`src/design/lse_pkg.sv`:
```
// Shared types and constants for the LSB stego extractor.
`timescale 1ns / 1ps
`default_nettype none

package lse_pkg;

  // Default width of the hidden length fields
  localparam int unsigned LENGTH_BITS_DEFAULT = 32;

  // Configuration register reset values
  localparam logic [7:0] HEADER_LENGTH_RESET = 8'd54;
  localparam logic [7:0] MAGIC_VALUE_RESET   = 8'd37;  // '%'

  // Configuration register indexes
  localparam int unsigned CFG_INDEX_W = 1;
  localparam logic [CFG_INDEX_W-1:0] CFG_HEADER_LENGTH = 1'b0;
  localparam logic [CFG_INDEX_W-1:0] CFG_MAGIC_VALUE   = 1'b1;

  // Result kind codes
  typedef enum logic [1:0] {
    KIND_EXT   = 2'd0,
    KIND_DATA  = 2'd1,
    KIND_ERROR = 2'd2
  } kind_e;

endpackage : lse_pkg

`default_nettype wire

```
`src/design/lsb_stego_extract.sv`:
```
// LSB stego extractor: header skip, hidden frame parse and result register.
// A result appears on out_valid_o in the cycle after the byte that completes it is accepted.
// Throughput: one image byte per cycle while in_stall_o is low; the per-byte bit insert
// and counter update sit between the state registers and the result register.
// in_stall_o follows out_stall_i only while a result is held in the output register.
// Reset (rst_ni low, asynchronous) restores the register defaults and the header skip state.
`timescale 1ns / 1ps
`default_nettype none

module lsb_stego_extract #(
  parameter int unsigned LENGTH_BITS = lse_pkg::LENGTH_BITS_DEFAULT
) (
  input  wire logic                            clk_i,
  input  wire logic                            rst_ni,
  // image byte channel
  input  wire logic                            in_valid_i,
  output      logic                            in_stall_o,
  input  wire logic [7:0]                      stego_byte_i,
  input  wire logic                            frame_start_i,
  // result channel
  output      logic                            out_valid_o,
  input  wire logic                            out_stall_i,
  output      logic [7:0]                      out_byte_o,
  output      lse_pkg::kind_e                  kind_o,
  output      logic                            last_o,
  // configuration write channel
  input  wire logic                            cfg_valid_i,
  output      logic                            cfg_ready_o,
  input  wire logic [lse_pkg::CFG_INDEX_W-1:0] cfg_index_i,
  input  wire logic [7:0]                      cfg_data_i
);

  import lse_pkg::*;

  localparam int unsigned IW = $clog2(LENGTH_BITS);
  localparam logic [IW-1:0] BYTE_LAST = IW'(7);
  localparam logic [IW-1:0] LEN_LAST  = IW'(LENGTH_BITS - 1);

  typedef enum logic [2:0] {
    PH_HEADER,
    PH_MAGIC,
    PH_EXT_LEN,
    PH_EXT_DATA,
    PH_DATA_LEN,
    PH_DATA,
    PH_DONE,
    PH_ERROR
  } phase_e;

  phase_e                 phase_q, phase_d, cur_phase, eff_phase;
  logic [7:0]             hdr_cnt_q, hdr_cnt_d, cur_hdr_cnt;
  logic [IW-1:0]          bit_idx_q, bit_idx_d, cur_bit_idx;
  logic [LENGTH_BITS-1:0] acc_q, acc_d, cur_acc, acc_set;
  logic [LENGTH_BITS-1:0] left_q, left_d, cur_left, left_dec;
  logic [7:0]             hdr_len_q, magic_q;

  logic                   in_accept, skip_byte, byte_done, len_done;
  logic                   res_valid, res_last;
  logic [7:0]             res_byte;
  kind_e                  res_kind;

  logic                   out_valid_q, last_q;
  logic [7:0]             out_byte_q;
  kind_e                  kind_q;

  // Accept while the result slot is empty or being drained
  assign in_stall_o  = out_valid_q && out_stall_i;
  assign in_accept   = in_valid_i && !in_stall_o;
  assign cfg_ready_o = 1'b1;

  // Clear the frame state at frame start
  always_comb begin
    cur_phase   = frame_start_i ? PH_HEADER : phase_q;
    cur_hdr_cnt = frame_start_i ? 8'd0 : hdr_cnt_q;
    cur_bit_idx = frame_start_i ? '0 : bit_idx_q;
    cur_acc     = frame_start_i ? '0 : acc_q;
    cur_left    = frame_start_i ? '0 : left_q;
  end

  // Insert the hidden bit and decode field completion
  assign skip_byte = (cur_phase == PH_HEADER) && (cur_hdr_cnt < hdr_len_q);
  assign eff_phase = (cur_phase == PH_HEADER) ? PH_MAGIC : cur_phase;
  assign acc_set   = cur_acc | (LENGTH_BITS'(stego_byte_i[0]) << cur_bit_idx);
  assign byte_done = (cur_bit_idx == BYTE_LAST);
  assign len_done  = (cur_bit_idx == LEN_LAST);
  assign left_dec  = cur_left - LENGTH_BITS'(1);

  // Advance the frame parser for one byte
  always_comb begin
    phase_d   = cur_phase;
    hdr_cnt_d = cur_hdr_cnt;
    bit_idx_d = cur_bit_idx;
    acc_d     = cur_acc;
    left_d    = cur_left;
    res_valid = 1'b0;
    res_byte  = acc_set[7:0];
    res_kind  = KIND_EXT;
    res_last  = 1'b0;
    if (skip_byte) begin
      hdr_cnt_d = cur_hdr_cnt + 8'd1;
    end else begin
      unique case (eff_phase)
        PH_MAGIC: begin
          if (byte_done) begin
            bit_idx_d = '0;
            acc_d     = '0;
            if (acc_set[7:0] == magic_q) begin
              phase_d = PH_EXT_LEN;
            end else begin
              phase_d   = PH_ERROR;
              res_valid = 1'b1;
              res_kind  = KIND_ERROR;
            end
          end else begin
            phase_d   = PH_MAGIC;
            bit_idx_d = cur_bit_idx + IW'(1);
            acc_d     = acc_set;
          end
        end
        PH_EXT_LEN, PH_DATA_LEN: begin
          if (len_done) begin
            bit_idx_d = '0;
            acc_d     = '0;
            left_d    = acc_set;
            if (eff_phase == PH_EXT_LEN) begin
              phase_d = (acc_set != '0) ? PH_EXT_DATA : PH_DATA_LEN;
            end else begin
              phase_d = (acc_set != '0) ? PH_DATA : PH_DONE;
            end
          end else begin
            bit_idx_d = cur_bit_idx + IW'(1);
            acc_d     = acc_set;
          end
        end
        PH_EXT_DATA, PH_DATA: begin
          if (byte_done) begin
            bit_idx_d = '0;
            acc_d     = '0;
            left_d    = left_dec;
            res_valid = 1'b1;
            res_kind  = (eff_phase == PH_DATA) ? KIND_DATA : KIND_EXT;
            res_last  = (left_dec == '0);
            if (left_dec == '0) begin
              phase_d = (eff_phase == PH_DATA) ? PH_DONE : PH_DATA_LEN;
            end
          end else begin
            bit_idx_d = cur_bit_idx + IW'(1);
            acc_d     = acc_set;
          end
        end
        default: begin
          // done or error: drop the byte
        end
      endcase
    end
  end

  // Hold parser state, configuration and the result register
  always_ff @(posedge clk_i or negedge rst_ni) begin
    if (!rst_ni) begin
      phase_q     <= PH_HEADER;
      hdr_cnt_q   <= 8'd0;
      bit_idx_q   <= '0;
      acc_q       <= '0;
      left_q      <= '0;
      hdr_len_q   <= HEADER_LENGTH_RESET;
      magic_q     <= MAGIC_VALUE_RESET;
      out_valid_q <= 1'b0;
      out_byte_q  <= 8'd0;
      kind_q      <= KIND_EXT;
      last_q      <= 1'b0;
    end else begin
      if (cfg_valid_i && cfg_ready_o) begin
        unique case (cfg_index_i)
          CFG_HEADER_LENGTH: hdr_len_q <= cfg_data_i;
          CFG_MAGIC_VALUE:   magic_q   <= cfg_data_i;
          default: ;
        endcase
      end
      if (in_accept) begin
        phase_q   <= phase_d;
        hdr_cnt_q <= hdr_cnt_d;
        bit_idx_q <= bit_idx_d;
        acc_q     <= acc_d;
        left_q    <= left_d;
      end
      if (!out_valid_q || !out_stall_i) begin
        out_valid_q <= in_accept && res_valid;
      end
      if (in_accept && res_valid) begin
        out_byte_q <= res_byte;
        kind_q     <= res_kind;
        last_q     <= res_last;
      end
    end
  end

  assign out_valid_o = out_valid_q;
  assign out_byte_o  = out_byte_q;
  assign kind_o      = kind_q;
  assign last_o      = last_q;

  // Checks on parser and result slot consistency
  a_err_not_last : assert property (@(posedge clk_i) disable iff (!rst_ni)
    (out_valid_o && kind_o == KIND_ERROR) |-> !last_o)
    else $error("error result flagged as last");

  a_no_overwrite : assert property (@(posedge clk_i) disable iff (!rst_ni)
    (out_valid_o && out_stall_i) |=> (out_valid_o && $stable(out_byte_o)))
    else $error("held result lost or overwritten");

  a_byte_idx : assert property (@(posedge clk_i) disable iff (!rst_ni)
    (phase_q == PH_MAGIC || phase_q == PH_EXT_DATA || phase_q == PH_DATA)
      |-> (bit_idx_q <= BYTE_LAST))
    else $error("bit index past byte field");

  a_run_nonempty : assert property (@(posedge clk_i) disable iff (!rst_ni)
    (phase_q == PH_EXT_DATA || phase_q == PH_DATA) |-> (left_q != '0))
    else $error("byte run entered with no bytes left");

endmodule : lsb_stego_extract

`default_nettype wire
```
`config.mk`:
```
export PLATFORM = sky130hd
export DESIGN_NAME = lsb_stego_extract
export DESIGN_NICKNAME = d
export VERILOG_FILES = /design/src/design/lse_pkg.sv /design/src/design/lsb_stego_extract.sv
export SDC_FILE = /design/constraint.sdc
export NUM_CORES = 1
export LEC_CHECK = 0
export ABC_AREA = 1
export ABC_CLOCK_PERIOD_IN_PS = 3200
export CAP_MARGIN = 20
export CORE_ASPECT_RATIO = 1.4
export CORE_MARGIN = 3
export CORE_UTILIZATION = 60
export DETAILED_ROUTE_END_ITERATION = 8
export DONT_BUFFER_PORTS = 1
export GPL_TIMING_DRIVEN = 1
export PLACE_DENSITY = 0.76
export SLEW_MARGIN = 0
export SYNTH_ARGS = -nofsm -noshare
export SYNTH_HDL_FRONTEND = slang
export SYNTH_SLANG_ARGS = --single-unit
```
`constraint.sdc`:
```
create_clock -name clk_i -period 3.2 [get_ports clk_i]
set_clock_uncertainty 0.2 [all_clocks]
set_input_delay 0.96 -clock clk_i [delete_from_list [all_inputs] [get_ports clk_i]]
set_output_delay 0.96 -clock clk_i [all_outputs]
set_load 0.03 [all_outputs]
```
== Word-level counts from Yosys, hierarchy flattened ==
Cells that the tools add are included.
Word-level totals
  bits in registers: 108
  output and inout bits: 14
  logic and storage cells: 86
Cells by class
  add/subtract/negate cells: 3
  magnitude comparators: 1
  eq/ne operators: 8
  shift-type cells: 1
  mux-type cells: 44
  bitwise logic cells: 2
  reduce and logical (&&, ||, !) cells: 16
Operators by type and width (number)
  32-bit two-way mux: 8
  32-bit one-hot mux with 2 select lines: 2
  32-bit logical NOT: 1
  32-bit bitwise OR: 1
  32-bit nonzero test: 1
  1-bit by 5-bit left shift with 32-bit output: 1
  32-bit by 1-bit subtractor with 32-bit output (second input constant): 1
  3-bit two-way mux: 10
  5-bit two-way mux: 4
  8-bit two-way mux: 2
  2-bit two-way mux: 5
  5-bit one-hot mux with 2 select lines: 1
  1-bit two-way mux: 9
  3-bit one-hot mux with 3 select lines: 1
  8-bit by 1-bit adder with 8-bit output (second input constant): 1
  8-bit == test: 1
  8-bit less-than comparator: 1
  3-bit by 2-bit == test with 1-bit output (second input constant): 2
  3-bit == test (second input constant): 2
  5-bit by 1-bit adder with 5-bit output (second input constant): 1
  5-bit by 3-bit == test with 1-bit output (second input constant): 1
  5-bit == test (second input constant): 1
  1-bit logical AND: 4
  2-bit one-hot mux with 2 select lines: 1
  9 further kinds: 13

== Depth between registers and ports, before layout ==
  word-level depth: 9
  gate-level depth with buffers: 19
  gate-level depth less buffers: 18

== Worst setup path after synthesis ==
No wires, ideal clock.
  path kind: input-to-reg
  start point: input port frame_start_i
  end point: register last_q, in the netlist last_o
  setup time: 117 ps
  arrival: 3005 ps
  data required time: 2883 ps
  setup slack: -123 ps
  cell stages on the path: 15
  buffers on the path: 3
  cell sequence: buf_2 > buf_1 > nor2_1 > ha_1 > a21oi_1 > nor2_1 > a211oi_1 > nand3_1 > nand2_1 > inv_1 > nand2_1 > nand2_2 > buf_2 > nor2_1 > nor2_1
On the way
  word-level cells in the longest chain between the ends: 9
  elaborated cells on any way between the ends: 28
Ends and longest elaborated chain
  from (decl): RTL line lsb_stego_extract.sv:19  | input wire logic frame_start_i,
  parallel branches: the longest is 9 deep, another holds 32-bit by 1-bit subtractor with 32-bit output
  to (signal assigned): RTL line lsb_stego_extract.sv:193  | last_q <= res_last;
  to (decl): RTL line lsb_stego_extract.sv:62  | logic out_valid_q, last_q;
Several ways; the timed one is not identified.
A chain may end at the register's enable or synchronous reset.

== Final worst setup path ==
Same ends and word-level chain as after synthesis.

==> metrics <==
Avg Inst Size Synth 6.62 sq um; cell area after synthesis approximately 8000 sq um; total grt overflow 0; CTS Buf Count 9; worst skew pair latency ~360 ps; Main synth FF type dfrtp_1; Worst Hold Class in -> async; worst path bufs/invs 4; Post-synth EDFFs 0; vias in the first global route 8,250; CTS root buffer clkbuf_16; core area between 10,000 and 15,000 sq um; final hold vios 0; Slowest-stage cell, CP nor2_1; Pwr Density ~440 nW/um^2; PostCTS Resize Cnt 0; fin crit share around 94%; R2R Path Start bit_idx_q[0]$_DFFE_PN0P_; initial antenna violation count 0; status finished, final reports clean; data arrival time of the worst path 3090 ps; peak supply drop ~380 uV; Worst Path Required around 3300 ps; pin count of the biggest net entering global routing 109; Setup TNS 0 ps; Setup crit start kind primary input; CP top delay family simple AND/OR/NAND/NOR gates; Cells after Synth approximately 1,200; CTS Buffer Depth 2; postcts setup bufs 0; cts hold-fix bufs 0; most numerous cell on the critical path nand2_1; Die W 104 um; first-pass GRT wire length around 41,000 um; Max stage delay on crit path about 230 ps; final slew viol count 0; Routed WL approximately 26,000 um; Final GP Congestion 1.05; DR vias/cell around 5.7; router iterations before antenna repair 6; routed vias about 8,800; DP HPWL 19,300 um; IO Pins 37; port buffer count 0; initial DRC count around 750; antenna-violating nets left 0; Pleak around 5.1 nW; FFs w/ async S/R, synth 100%; total die area about 15,000 sq um; critical-path cell list inv_4 > buf_12 > buf_4 > nand2_2 > nand2_1 > nor2_2 > nand2_1 > nor2_4 > nand2_1 > nand2_1 > nand2_1 > nor2_1 > nand2_1 > nor2_2 > nand4_1 > nand2_1 > inv_1 > nor2_1; critical path type in -> reg; layout cells sized above 1 19.1%; CTS tree done; H-Tree Depth 3; # diodes 0; P&R area growth vs syn 20.2%; # nets final around 1,400; Clock Pin Slew Worst Setup and Hold Paths approximately 80 ps; synthesized flop and latch total roughly 110; post-synthesis sequential area ratio ~34%; Final min period approximately 3000 ps; row cnt 49; clock tree sinks 108; starting density of the core between 60% and 70%; Cell variety after synth 46; GRT Total Usage a little over a third; Critical Path End Type flip-flop; Chip Height ~140 um; WL per Instance 16.9 um; max frequency between 0.3 and 0.4 GHz; Max Cap Viol 0; warning count from the yosys run 0; RSZ-0062 raised after global routing false; crit path from frame_start_i; Final Setup Violations 0; syn_nets roughly 1,200; hold slack final roughly 88 ps; peak fanout along the critical path 33; drt drc 0
-- placed cells by master (no fill, tap or decap), drive strengths merged --
cell type,Yosys,layout
bufinv,0,1
dfrtp,101,101
and2,2,2
nand3b,1,1
dfstp,7,7
clkbuf,24,9
clkinvlp,0,1
buf,22,167
o21ai,117,117
a31oi,8,8
a211oi,3,3
nand4,16,16
ha,13,13
o221ai,10,10
o31ai,1,1
nor3,15,15
o21bai,5,5
inv,139,142
a21oi,36,36
or2,1,1
a41oi,1,1
nand3,62,62
a22oi,22,22
conb,1,1
nor2,138,138
xor2,7,7
a221oi,3,3
o2111ai,6,6
a22o,4,4
nand2,403,403
o211ai,6,6
o22ai,31,31
clkinv,1,3
xnor2,5,5
-- registers in the layout, summed over array words and instances, names as in the netlist --
signal,count
bit_idx_q,5
out_byte_o,8
acc_q,32
last_o,1
hdr_len_q,8
left_q,32
phase_q,3
hdr_cnt_q,8
kind_o,2
magic_q,8
out_valid_o,1
-- worst reg2reg max path, stage by stage (launching register included) --
cell and delay, ps:
dfrtp_1 390, nand2_2 110, inv_1 70, buf_4 130, nand4_1 180, inv_1 70
nand2_1 100, o21ai_0 110, nor2_1 120, nand4_1 160, nor2_1 160, nand2_1 120
ha_1 290, o22ai_1 70, a21oi_1 120, nand2_1 60, nand2_1 50, nand3_1 60
-- logic make-up (layout without fill, tap and decap cells) --
group	count (synthesis)	after routing	share of synthesized area, %
and+or+nand+nor	638	638	33.9
AOI/OAI and AO/OA	253	253	19.1
buffers and inverters	186	323	9.77
DFF	108	108	33.8
adders and majority gates	13	13	2.03
xor gates and xnor gates	12	12	1.31
other	1	1	0.0468
-- metal layers --
layer	GRT usage [%]	up-vias	wire length [um]
met3	5.47	114	1850
met2	59.6	400	12300
met1	42.0	4009	9990
li1	-	4244	-
met5	0	-	0
met4	20.0	0	1590
-- power by group --
group	total [mW]	switching, mW	internal [mW]
sequential	1.63	0.111	1.52
clock	1.23	0.602	0.629
combinational	1.33	0.814	0.518
total	4.19	1.53	2.67
-- final timing paths --
path	to	slack, ps	cells after the start
setup / recovery	last_o$_DFFE_PN0P_	200	18
hold / removal	left_q[19]$_DFFE_PN0P_	90	0
setup reg to reg	phase_q[1]$_DFFE_PN0P_	520	17
hold reg to reg	hdr_len_q[3]$_DFFE_PN0P_	290	2
max in group asynchronous	magic_q[5]$_DFFE_PN1P_	2430	0
min in group clk_i	hdr_len_q[3]$_DFFE_PN0P_	290	2
-- synthesized netlist by cell type (all sizes together) (2+ instances only) --
| library cell | n | share of area (%) |
|---|---|---|
| inv | 139 | 6.5 |
| o21bai | 5 | 0.56 |
| nand3 | 62 | 4.0 |
| a22o | 4 | 0.44 |
| a22oi | 22 | 2.1 |
| buf | 22 | 2.1 |
| o221ai | 10 | 1.1 |
| dfstp | 7 | 2.3 |
| nand4 | 16 | 1.2 |
| a31oi | 8 | 0.62 |
| and2 | 2 | 0.16 |
| o22ai | 31 | 2.5 |
| a221oi | 3 | 0.33 |
| xnor2 | 5 | 0.55 |
| nand2 | 403 | 20 |
| dfrtp | 101 | 32 |
| o2111ai | 6 | 0.66 |
| ha | 13 | 2.0 |
| clkbuf | 24 | 1.1 |
| nor2 | 138 | 7.3 |
| o21ai | 117 | 7.6 |
| o211ai | 6 | 0.56 |
| nor3 | 15 | 0.94 |
| xor2 | 7 | 0.76 |
| a21oi | 36 | 2.2 |
| a211oi | 3 | 0.28 |
-- per-stage QoR --
step           total power, mW  util (%)  worst slack (ps)  cells  instance area [sq um]
6_report                  4.19      74.5               201   1526                   9630
5_1_grt                   4.40      74.5              15.1   1526                   9630
4_1_cts                   4.16      74.5               267   1526                   9630
3_5_place_dp              2.95      72.0             -91.8   1510                   9320
3_3_place_gp              2.92      72.0             -63.5   1510                   9320
2_1_floorplan             2.45         -             -19.6   1211                   8020
-- cell type report --
class,count,area [sq um]
multi-input combinational,917,4530
fill,1090,3300
sequential,108,2710
timing repair buffer,167,1330
inverter,140,528
clock buffer,9,225
tap,178,223
clock inverter,7,91.3
(Power assumes the default switching activity.)
